`src/bsp_pkg.sv`:
```
`timescale 1ns / 1ps
// ----------------------------------------------------------------------------
// bsp_pkg: shared types and codes for the bounded stack
// word formats of both channels, request kinds and status codes
// ----------------------------------------------------------------------------
package bsp_pkg;

  // request kinds
  localparam logic [1:0] REQ_PUSH  = 2'd0;
  localparam logic [1:0] REQ_POP   = 2'd1;
  localparam logic [1:0] REQ_CHECK = 2'd2;

  // status codes
  localparam logic [1:0] STAT_DONE      = 2'd0;
  localparam logic [1:0] STAT_OVERFLOW  = 2'd1;
  localparam logic [1:0] STAT_UNDERFLOW = 2'd2;

  // capacity register
  localparam int unsigned CAP_W     = 5;
  localparam logic [CAP_W-1:0] CAP_RESET = 5'd16;

  typedef struct packed {
    logic [1:0]         req_type;
    logic signed [31:0] push_value;
  } bsp_in_t;

  typedef struct packed {
    logic [1:0]         status;
    logic signed [31:0] pop_value;
    logic               is_palindrome;
    logic [4:0]         fill_count;
  } bsp_out_t;

endpackage

```
`src/bsp_ram.sv`:
```
`timescale 1ns / 1ps
// ----------------------------------------------------------------------------
// bsp_ram: generic synchronous ram
// one write port, two read ports, read data registered
// ----------------------------------------------------------------------------
module bsp_ram #(
  parameter int WIDTH = 32,
  parameter int DEPTH = 16
) (
  input  logic                                   clk,
  input  logic                                   we,
  input  logic [((DEPTH > 1) ? $clog2(DEPTH) : 1)-1:0] waddr,
  input  logic [WIDTH-1:0]                       wdata,
  input  logic [((DEPTH > 1) ? $clog2(DEPTH) : 1)-1:0] raddr_a,
  input  logic [((DEPTH > 1) ? $clog2(DEPTH) : 1)-1:0] raddr_b,
  output logic [WIDTH-1:0]                       rdata_a,
  output logic [WIDTH-1:0]                       rdata_b
);

  logic [WIDTH-1:0] mem [DEPTH];

  always_ff @(posedge clk) begin
    if (we) begin
      mem[waddr] <= wdata;
    end
    rdata_a <= mem[raddr_a];
    rdata_b <= mem[raddr_b];
  end

endmodule

```
`src/bsp_cfg.sv`:
```
`timescale 1ns / 1ps
// ----------------------------------------------------------------------------
// bsp_cfg: apb register block
// holds the capacity register, written and read over the apb port
// ----------------------------------------------------------------------------
module bsp_cfg
  import bsp_pkg::*;
(
  input  logic             clk,
  input  logic             rst_n,
  input  logic             psel,
  input  logic             penable,
  input  logic             pwrite,
  input  logic [2:0]       paddr,
  input  logic [31:0]      pwdata,
  output logic [31:0]      prdata,
  output logic             pready,
  output logic [CAP_W-1:0] capacity
);

  logic [CAP_W-1:0] cap_r;
  logic [CAP_W-1:0] cap_nxt;
  logic             hit;

  // register index 0 lives at byte address 0
  assign hit = (paddr[2] == 1'b0);

  always_comb begin
    cap_nxt = cap_r;
    if (psel && penable && pwrite && hit) begin
      cap_nxt = pwdata[CAP_W-1:0];
    end
  end

  always_ff @(posedge clk) begin
    if (!rst_n) begin
      cap_r <= CAP_RESET;
    end else begin
      cap_r <= cap_nxt;
    end
  end

  assign prdata   = hit ? {{(32-CAP_W){1'b0}}, cap_r} : 32'd0;
  assign pready   = 1'b1;
  assign capacity = cap_r;

endmodule

```
`src/bounded_stack_palindrome_check.sv`:
```
`timescale 1ns / 1ps
// ----------------------------------------------------------------------------
// bounded_stack_palindrome_check: bounded lifo stack with a palindrome check
// a push, a rejected request, an unused kind or a check of fewer than two
//   entries writes its result into the output register at acceptance; a pop
//   reads the top entry first; a check of n >= 2 entries walks the pairs, both
//   ends of a pair read together, one pair per cycle; one word at a time:
//   a new one is taken only while idle and with the output register free
// reset: synchronous active-low rst_n empties the stack, capacity back to 16
// ----------------------------------------------------------------------------
module bounded_stack_palindrome_check
  import bsp_pkg::*;
#(
  parameter int DEPTH = 16
) (
  input  logic       clk,
  input  logic       rst_n,
  // request channel
  input  logic       in_valid,
  output logic       in_ready,
  input  bsp_in_t    in_data,
  // result channel
  output logic       out_valid,
  input  logic       out_ready,
  output bsp_out_t   out_data,
  // apb configuration port
  input  logic       psel,
  input  logic       penable,
  input  logic       pwrite,
  input  logic [2:0] paddr,
  input  logic [31:0] pwdata,
  output logic [31:0] prdata,
  output logic       pready
);

  localparam int AW    = (DEPTH > 1) ? $clog2(DEPTH) : 1;
  localparam int CNT_W = $clog2(DEPTH + 1);
  localparam int CMP_W = ((CNT_W > CAP_W) ? CNT_W : CAP_W) + 1;

  // controller states
  localparam logic [1:0] S_IDLE  = 2'd0;
  localparam logic [1:0] S_POP   = 2'd1;   // waiting for the top entry
  localparam logic [1:0] S_CHECK = 2'd2;   // walking entry pairs

  logic [1:0]       state_r, state_nxt;
  logic [CNT_W-1:0] cnt_r, cnt_nxt;
  logic [AW-1:0]    lo_r, lo_nxt;
  logic [AW-1:0]    hi_r, hi_nxt;
  logic             cmp_vld_r, cmp_vld_nxt;   // read data of a pair is due
  logic             match_r, match_nxt;
  logic             out_valid_r, out_valid_nxt;
  bsp_out_t         out_data_r, out_data_nxt;

  logic [CAP_W-1:0] capacity;
  logic             accept;
  logic             slot_free;
  logic             push_ok;
  logic [CNT_W-1:0] cnt_dec;
  logic [CNT_W+4:0] cnt_ext;
  logic [4:0]       fill5;
  logic             issue;

  // ram ports
  logic             ram_we;
  logic [AW-1:0]    ram_waddr;
  logic [AW-1:0]    ram_raddr_a;
  logic [AW-1:0]    ram_raddr_b;
  logic [31:0]      ram_rdata_a;
  logic [31:0]      ram_rdata_b;

  bsp_cfg u_cfg (
    .clk      (clk),
    .rst_n    (rst_n),
    .psel     (psel),
    .penable  (penable),
    .pwrite   (pwrite),
    .paddr    (paddr),
    .pwdata   (pwdata),
    .prdata   (prdata),
    .pready   (pready),
    .capacity (capacity)
  );

  bsp_ram #(
    .WIDTH (32),
    .DEPTH (DEPTH)
  ) u_ram (
    .clk     (clk),
    .we      (ram_we),
    .waddr   (ram_waddr),
    .wdata   (in_data.push_value),
    .raddr_a (ram_raddr_a),
    .raddr_b (ram_raddr_b),
    .rdata_a (ram_rdata_a),
    .rdata_b (ram_rdata_b)
  );

  // the output register is free if empty or being taken this cycle, so a
  // new request can come in while the last result is still on its way out
  assign slot_free = !out_valid_r || out_ready;
  assign in_ready  = (state_r == S_IDLE) && slot_free;
  assign accept    = in_valid && in_ready;

  // room left: below both the programmed capacity and the built depth
  assign push_ok = (CMP_W'(cnt_r) < CMP_W'(capacity)) &&
                   (CMP_W'(cnt_r) < CMP_W'(DEPTH));

  assign cnt_dec = cnt_r - 1'b1;

  // a push writes the new top at the edge it is accepted
  assign ram_we    = accept && (in_data.req_type == REQ_PUSH) && push_ok;
  assign ram_waddr = cnt_r[AW-1:0];

  // port a: the top entry for a pop, the low pointer while checking
  assign ram_raddr_a = (state_r == S_CHECK) ? lo_r : cnt_dec[AW-1:0];
  assign ram_raddr_b = hi_r;

  // pairs still to be read while checking
  assign issue = (state_r == S_CHECK) && (lo_r < hi_r);

  // fill count reported modulo 32
  assign cnt_ext = (CNT_W+5)'(cnt_nxt);
  assign fill5   = cnt_ext[4:0];

  always_comb begin
    state_nxt     = state_r;
    cnt_nxt       = cnt_r;
    lo_nxt        = lo_r;
    hi_nxt        = hi_r;
    cmp_vld_nxt   = 1'b0;
    match_nxt     = match_r;
    out_valid_nxt = out_valid_r && !out_ready;
    out_data_nxt  = out_data_r;

    case (state_r)
      S_IDLE: begin
        if (accept) begin
          out_data_nxt.status        = STAT_DONE;
          out_data_nxt.pop_value     = '0;
          out_data_nxt.is_palindrome = 1'b0;
          case (in_data.req_type)
            REQ_PUSH: begin
              out_valid_nxt = 1'b1;
              if (push_ok) begin
                cnt_nxt = cnt_r + 1'b1;
              end else begin
                out_data_nxt.status = STAT_OVERFLOW;
              end
            end
            REQ_POP: begin
              if (cnt_r != '0) begin
                // top entry read is under way, result registered in S_POP
                cnt_nxt   = cnt_dec;
                state_nxt = S_POP;
              end else begin
                out_valid_nxt       = 1'b1;
                out_data_nxt.status = STAT_UNDERFLOW;
              end
            end
            REQ_CHECK: begin
              if (cnt_r == '0) begin
                // empty stack is not a palindrome
                out_valid_nxt = 1'b1;
              end else if (cnt_r == CNT_W'(1)) begin
                // single entry reads the same both ways
                out_valid_nxt              = 1'b1;
                out_data_nxt.is_palindrome = 1'b1;
              end else begin
                lo_nxt    = '0;
                hi_nxt    = cnt_dec[AW-1:0];
                match_nxt = 1'b1;
                state_nxt = S_CHECK;
              end
            end
            default: begin
              // unused request kind: no change, plain done
              out_valid_nxt = 1'b1;
            end
          endcase
          out_data_nxt.fill_count = fill5;
        end
      end

      S_POP: begin
        out_valid_nxt           = 1'b1;
        out_data_nxt.status     = STAT_DONE;
        out_data_nxt.pop_value  = ram_rdata_a;
        out_data_nxt.fill_count = fill5;
        state_nxt               = S_IDLE;
      end

      S_CHECK: begin
        // issue the next pair while comparing the one read last cycle
        if (issue) begin
          lo_nxt      = lo_r + 1'b1;
          hi_nxt      = hi_r - 1'b1;
          cmp_vld_nxt = 1'b1;
        end
        if (cmp_vld_r) begin
          match_nxt = match_r && (ram_rdata_a == ram_rdata_b);
        end
        if (!issue && cmp_vld_r) begin
          out_valid_nxt              = 1'b1;
          out_data_nxt.status        = STAT_DONE;
          out_data_nxt.pop_value     = '0;
          out_data_nxt.is_palindrome = match_r && (ram_rdata_a == ram_rdata_b);
          out_data_nxt.fill_count    = fill5;
          state_nxt                  = S_IDLE;
        end
      end

      default: begin
        state_nxt = S_IDLE;
      end
    endcase
  end

  always_ff @(posedge clk) begin
    if (!rst_n) begin
      state_r     <= S_IDLE;
      cnt_r       <= '0;
      cmp_vld_r   <= 1'b0;
      out_valid_r <= 1'b0;
    end else begin
      state_r     <= state_nxt;
      cnt_r       <= cnt_nxt;
      cmp_vld_r   <= cmp_vld_nxt;
      out_valid_r <= out_valid_nxt;
    end
  end

  // payload and walk pointers need no reset
  always_ff @(posedge clk) begin
    lo_r       <= lo_nxt;
    hi_r       <= hi_nxt;
    match_r    <= match_nxt;
    out_data_r <= out_data_nxt;
  end

  assign out_valid = out_valid_r;
  assign out_data  = out_data_r;

endmodule
```
`config.mk`:
```
export PLATFORM = sky130hd
export DESIGN_NAME = bounded_stack_palindrome_check
export DESIGN_NICKNAME = d
export VERILOG_FILES = /design/src/bsp_pkg.sv /design/src/bsp_ram.sv /design/src/bsp_cfg.sv /design/src/bounded_stack_palindrome_check.sv
export SDC_FILE = /design/constraint.sdc
export NUM_CORES = 1
export LEC_CHECK = 0
export BUFFER_PORTS_ARGS = -buffer_cell sky130_fd_sc_hd__buf_2
export CAP_MARGIN = 20
export CORE_ASPECT_RATIO = 0.8
export CORE_MARGIN = 8
export CORE_UTILIZATION = 40
export CTS_CLUSTER_DIAMETER = 60
export DETAILED_ROUTE_END_ITERATION = 10
export PLACE_DENSITY_LB_ADDON = 0.08
export SETUP_SLACK_MARGIN = 0.02
export SLEW_MARGIN = 5
export SYNTH_ARGS = -nofsm -noshare
export SYNTH_HDL_FRONTEND = slang
export SYNTH_SLANG_ARGS = --single-unit
export TNS_END_PERCENT = 20
```
`constraint.sdc`:
```
create_clock -name clk -period 5.73 [get_ports clk]
set_input_delay 1.4325 -clock clk [delete_from_list [all_inputs] [get_ports clk]]
set_output_delay 1.4325 -clock clk [all_outputs]
set_load 0.01 [all_outputs]
```
==> After elaboration in Yosys (flattened, before gate mapping) <==
Memory sizes are Yosys's and may differ from the RTL's. A register that Yosys moved wholly into a read port is not among the register bits.
Cells that the tools add are included.
{ "totals": {"word_cells": 119, "ff_bits": 63, "memories": 1, "latchBits": 0, "ramBits": 512, "inputBits": 76, "romBits": 0} }
{ "memory_table": {"columns": ["name", "depth", "width", "read_ports", "rd_ports_with_merged_regs", "write_ports", "line_no", "source"], "rows": [
  ["u_ram.mem", 16, 32, 2, 2, 1, "bsp_ram.sv:20", "logic [WIDTH-1:0] mem [DEPTH];"]
]} }
{ "classes": {"bitwise_logic": 1, "shifts": 0, "multipliers": 0, "addsub": 4, "magnitude_cmp": 3, "n_div": 0, "reduce_logical": 28, "mux": 53, "eq_ne": 17} }
{ "ops": {"columns": ["cell", "n"], "rows": [
  ["$pmux 34 s3", 1],
  ["$mux 40", 2],
  ["$mux 4", 11],
  ["$eq 32x32->1", 1],
  ["$mux 5", 5],
  ["$reduce_and 6->1", 3],
  ["$mux 1", 17],
  ["$pmux 4 s2", 2],
  ["$pmux 5 s3", 1],
  ["$logic_and 1x1->1", 12],
  ["$mux 2", 6],
  ["$pmux 2 s2", 3],
  ["$ne 2x2->1 const B", 5],
  ["$pmux 5 s2", 1],
  ["$ne 3x3->1 const B", 3],
  ["$pmux 1 s2", 3],
  ["$reduce_and 3->1", 2],
  ["$add 5x1->5 const B", 1],
  ["$eq 5x1->1 const B", 1],
  ["$logic_not 5->1", 1],
  ["$lt 5x5->1", 1],
  ["$lt 5x5->1 const B", 1],
  ["$reduce_bool 5->1", 1],
  ["$sub 5x1->5 const B", 1],
  ["other kinds (15)", 21]
]} }

==> Depth between registers and ports, before layout <==
{ "depth": {"depth_word": 8, "depth_mapped": 11, "mapped_depth_nobuf": 8} }

==> Hierarchy <==
A second synthesis with hierarchy kept.
{ "unflattened": {"hier_cells": 1505, "area_unflattened_um2": 27985.6} }
{ "modules_own_cells": {"columns": ["module", "n_inst", "cells_per_inst", "area_per_inst_um2"], "rows": [
  ["bsp_ram", 1, 1141, 24188.2],
  ["bounded_stack_palindrome_check", 1, 306, 3318.2],
  ["bsp_cfg", 1, 58, 479.2]
]} }

==> Least setup slack after synthesis <==
OpenSTA, ideal clock, no wires.
{ "synth_timing": {"path_kind": "input to register", "startpoint": "input in_data[32] in the netlist's numbering", "endpoint": "memory u_ram.mem[8][0], enable pin", "arrival_ns": 4.918, "path_buffers": 0, "required_ns": 5.229, "path_slack_ns": 0.311, "setup_time_ns": 0.501, "stages": 4, "path_cell_list": "inv_1 -> ha_1 -> nand2_1 -> nor4_1"} }
{ "synth_between": {"elab_chain_len": 5} }
{ "synth_lines": {"columns": ["item", "line_no", "source"], "rows": [
  ["start, declared", "bounded_stack_palindrome_check.sv:21", "input bsp_in_t in_data,"],
  ["$logic_not 2->1", "bounded_stack_palindrome_check.sv:111", "assign ram_we = accept && (in_data.req_type == REQ_PUSH) && push_ok;"],
  ["$logic_and 1x1->1 (2 in series)", "bounded_stack_palindrome_check.sv:111", null],
  ["$mux 1", "bsp_ram.sv:23", "if (we) begin"],
  ["$mux 1 (not written as such)", "bsp_ram.sv:24", "mem[waddr] <= wdata;"],
  ["end, declared", "bsp_ram.sv:20", null]
]} }
Every way passes these cells.

==> Worst setup path in the final report <==
{ "layout_timing": {"startpoint": "register cnt_r[2]", "endpoint": "memory u_ram.mem[13][0], enable pin"} }
{ "layout_between": {"elab_chain_len": 5, "elab_cells_between_ends": 6, "classes_between": "order compare: 2; mux: 2; reduce/logical: 2"} }
{ "layout_lines": {"columns": ["item", "line_no", "source"], "rows": [
  ["start, declared", "bounded_stack_palindrome_check.sv:46", "logic [CNT_W-1:0] cnt_r, cnt_nxt;"],
  ["start signal, assigned", "bounded_stack_palindrome_check.sv:226", "cnt_r <= cnt_nxt;"],
  ["$lt 5x5->1, on equally long branches", "bounded_stack_palindrome_check.sv:105, bounded_stack_palindrome_check.sv:106", null],
  ["$logic_and 1x1->1", "bounded_stack_palindrome_check.sv:105", "assign push_ok = (CMP_W'(cnt_r) < CMP_W'(capacity)) &&"],
  ["$logic_and 1x1->1", "bounded_stack_palindrome_check.sv:111", null],
  ["$mux 1", "bsp_ram.sv:23", null],
  ["$mux 1 (not written as such)", "bsp_ram.sv:24", null]
]} }
Several ways; a longest one is shown, not always the timed one.

==> results by stage <==
Run status:
- The run finished with clean final reports.

Global routing:
- Global routing finished with a remaining overflow of 0.
- The via count of the first global-routing pass is just under 20000.
- Entering global routing, the biggest net connects 106 pins.
- The number of antenna violations at the first check in global routing was 7.
- The global-route wire length before repair is 129000 um.
- The combined global-route utilization of all metal layers is 20.9%.

Worst setup path:
- The arrival time at the worst endpoint is slightly below 4000 ps.
- By startpoint and endpoint, the worst setup path is classified as register to register.
- Walking the worst path, the cells encountered are ha_1 > a21o_1 > a31oi_1 > o21ai_2 > nor2_1 > and3_1 > and2_2 > buf_4.
- The highest cell delay on the worst timing path is 910 ps.
- The capture instance of the worst register-to-register path is u_ram.mem[13][0].
- For this design, the slowest cell found on the critical path is and2_2.
- Setup slack on the worst reg-to-reg path comes out at 2070 ps.
- The logic depth of the worst register-to-register path is 8.
- The nature of the critical path endpoint is a register.
- The startpoint kind of the worst setup timing path is a register.
- In this run the worst path has a maximum fanout of 27.
- The worst register-to-register path begins at cnt_r[2].
- Counting both buffers and inverters, the worst setup path holds a total of 1.
- The critical path's top delay family is simple AND/OR/NAND/NOR gates.
- The data required time at the worst endpoint is 6040 ps.

Clock tree:
- The clock drives 639 sinks.
- After clock tree synthesis, the flow added hold-fix buffers numbering 0.
- The post-CTS resize count is 0.
- In this run, CTS created clock tree buffers numbering 72.
- The largest buffer count on any clock path is 3.
- The setup fix buffers added after clock tree synthesis is 0.
- The master cell of the clock root buffer is clkbuf_16.
- The clock-pin slew on the worst setup and hold paths is 60 ps.
- CTS built an H-tree with a depth of 3.
- The clock insertion delay at the later pin of the skew report is roughly 620 ps.
- TritonCTS built the clock tree.

STA:
- Of the available clock period, the critical path in the final layout requires 63.8%.
- The aggregate negative setup slack is 0 ps.
- Derived from the worst setup path, the maximum achievable clock frequency is 0.273 GHz.
- Setup violations remaining at the end of the flow were counted as 0.
- The hold violation total from the final report is 0.
- In this run the tightest slew margin relative to its limit is roughly a quarter.
- At the pin with the least slew margin, the transition time is 1130 ps.
- After layout, the minimum clock period comes to 3660 ps.
- For the final database, setup skew stands at a little under 30 ps.
- The tightest hold path in the finished design has a slack of 502 ps.
- Setup repair after global routing left no endpoint under its margin.
- The count of final max-slew check failures came to 0.

Final layout:
- After the last flow step, the layout net total stands at roughly 2400.
- The utilization after layout is ~45%.
- The area growth from synthesis to layout is 12.3%.
- The library cell used most frequently in the layout, excluding fill and tap cells, is edfxtp_1.
- The layout cell share with drive strength beyond 1 is 15.0%.
- The finished layout holds 3290 standard cells, fillers aside.
- In the layout the commonest cells are edfxtp_1, nand2_1, mux2i_1.

Route:
- The residual antenna-violating net count after detailed routing is 0.
- In the routed design, unresolved DRC markers number 0.
- The detailed router's first-iteration violation count is 1733.
- Using the TritonRoute via totals, the vias-per-cell ratio works out to 5.83.
- The routed design has 88100 um of wire.
- The average wire per cell in the routed design is 26.8 um.
- The first TritonRoute pass finished after 5 iterations.
- The detailed router placed 19200 vias in this run.

Power and ir drop:
- The worst-case IR drop observed on VDD is 205 uV.
- The leakage dissipation is 11.7 nW.
- In this run the power density over the cells is approximately 330 nW/um2.

Floorplanning:
- The number of top-level pins is 151.
- For this configuration, the core starts out at a cell density of 40.5%.
- The site row count is 88.
- From bottom edge to top edge, the die measures roughly 260 um.
- The die is about 320 um wide.
- The total area inside the core boundary comes to 72200 um2.
- The die area is 82000 um2.

Logic synthesis:
- The mapped netlist covers 29200 um2.
- The fraction of post-synthesis cell area in the top cell type by area is 57.6%.
- Yosys mapped a number of flops with a built-in enable equal to 561.
- The post-synthesis async set-or-reset flop share is 0%.
- The cell type with the highest aggregate area in the netlist is edfxtp_1.
- Sorting the synthesized cells by area gives the leading types as edfxtp_1, mux2i_1, dfxtp_1.
- Averaged over all synthesized cells, the footprint is 13.1 um2.
- The share of the Yosys chip area taken by registers is 63.0%.
- Synthesis inferred 639 register bits.
- The netlist uses 55 different library cells.
- In the synthesized netlist the dominant register cell turns out to be edfxtp_1.
- Yosys printed 0 warnings.
- In the synthesized netlist, the number of instances is 2224.

Run:
- Across the run, the number of max-cap violations was 0.

Placed design:
- Buffers placed on the I/O ports in this run total 93.
- The detailed-placement wirelength estimate is 50200 um.
- The congestion estimate from routability-driven global placement came to 0.784.
- In this run, placement finished with an instance count of 3155.

Worst hold path:
- The number of cells traversed by the worst hold path is 2.
- In this run the worst hold path is classified as register to register.
- The worst-case hold path end point is state_r[1].
- The beginning of the worst hold path is state_r[1].
==> final cells by class <==
type                       instances  area [um2]
clock inverter                    25         225
fill                            6412       39400
clock buffer                     107        2080
sequential                       639       18400
tap                              945        1180
multi-input combinational       1413       10000
antenna                            3        7.51
timing repair buffer             137         846
inverter                          21        78.8
==> flip-flops by register name, summed over array words and instances, names as in the netlist <==
register,count
cnt_r,5
match_r,1
out_valid,1
u_ram.rdata_b,32
state_r,2
out_data,40
hi_r,4
cmp_vld_r,1
lo_r,4
u_ram.rdata_a,32
u_cfg.capacity,5
u_ram.mem,512
==> worst register-to-register path, delay by kind of cell (launching register included) <==
kind / cells / cell delay (ps)
compound gates: 3 / 610
fa+ha+maj: 1 / 340
flops: 1 / 650
simple gates: 3 / 1380
buf+inv: 1 / 380
==> cells in the mapped netlist (all sizes together), types with 3 or more instances <==
| cell | n |
|---|---|
| xor2 | 29 |
| mux2i | 231 |
| o21ai | 42 |
| clkbuf | 53 |
| nor4 | 11 |
| mux4 | 64 |
| and3 | 11 |
| edfxtp | 561 |
| nand4 | 5 |
| inv | 21 |
| dfxtp | 78 |
| a22o | 3 |
| a21oi | 76 |
| and2 | 50 |
| a211o | 3 |
| ha | 20 |
| a22oi | 32 |
| xnor2 | 9 |
| buf | 124 |
| nor2 | 52 |
| a221oi | 64 |
| nor2b | 12 |
| a32oi | 64 |
| nand4b | 3 |
| nand3 | 132 |
| nor3 | 39 |
| nand2 | 407 |
| nand2b | 4 |
==> power by group <==
group	switching, mW	internal [mW]
logic	0.664	0.289
clock network	1.88	2.66
registers	0.0896	5.17
==> metal layers <==
metal  GRT usage [%]  part of all wire, %
met5               0                0.014
met4            5.46                  2.2
met3            3.92                  6.9
met2            33.0                   45
met1            29.8                   46
==> stage by stage <==
| step | area, um2 | setup slack (ps) | power, mW |
|---|---|---|---|
| 4_1_cts | 32800 | 2080 | 10.8 |
| 6_report | 32800 | 2070 | 10.7 |
| 2_1_floorplan | 29300 | 311 | 5.90 |
| 5_1_grt | 32800 | 1860 | 11.1 |
| 3_3_place_gp | 30500 | 1590 | 6.30 |
| 3_5_place_dp | 30500 | 1550 | 6.31 |
==> worst max-delay path by stage <==
stage / startpoint / end / slack [ps] / cells after the start
3_3_place_gp: in_data[32] / u_ram.mem[15][12] / 1590 / 8
5_1_grt: cnt_r[2] / u_ram.mem[14][15] / 1860 / 8
3_5_place_dp: in_valid / u_ram.mem[15][11] / 1550 / 8
6_report: cnt_r[2] / u_ram.mem[13][0] / 2070 / 8
4_1_cts: cnt_r[2] / u_ram.mem[15][0] / 2080 / 8
2_1_floorplan: in_data[32] / u_ram.mem[8][0] / 310 / 4
==> logic make-up (layout without fill, tap and decap cells) <==
| kind of cell | after synthesis | in the layout | share of synthesized area, % |
|---|---|---|---|
| compound gates | 301 | 301 | 7.34 |
| xor+xnor | 38 | 38 | 1.16 |
| fa+ha+maj | 20 | 20 | 0.856 |
| buf+inv | 198 | 290 | 3.42 |
| flops | 639 | 639 | 63.0 |
| mux | 296 | 296 | 12.9 |
| other cells | 2 | 31 | 0.0257 |
| simple gates | 730 | 730 | 11.3 |
Power figures use the tool's default switching activity.
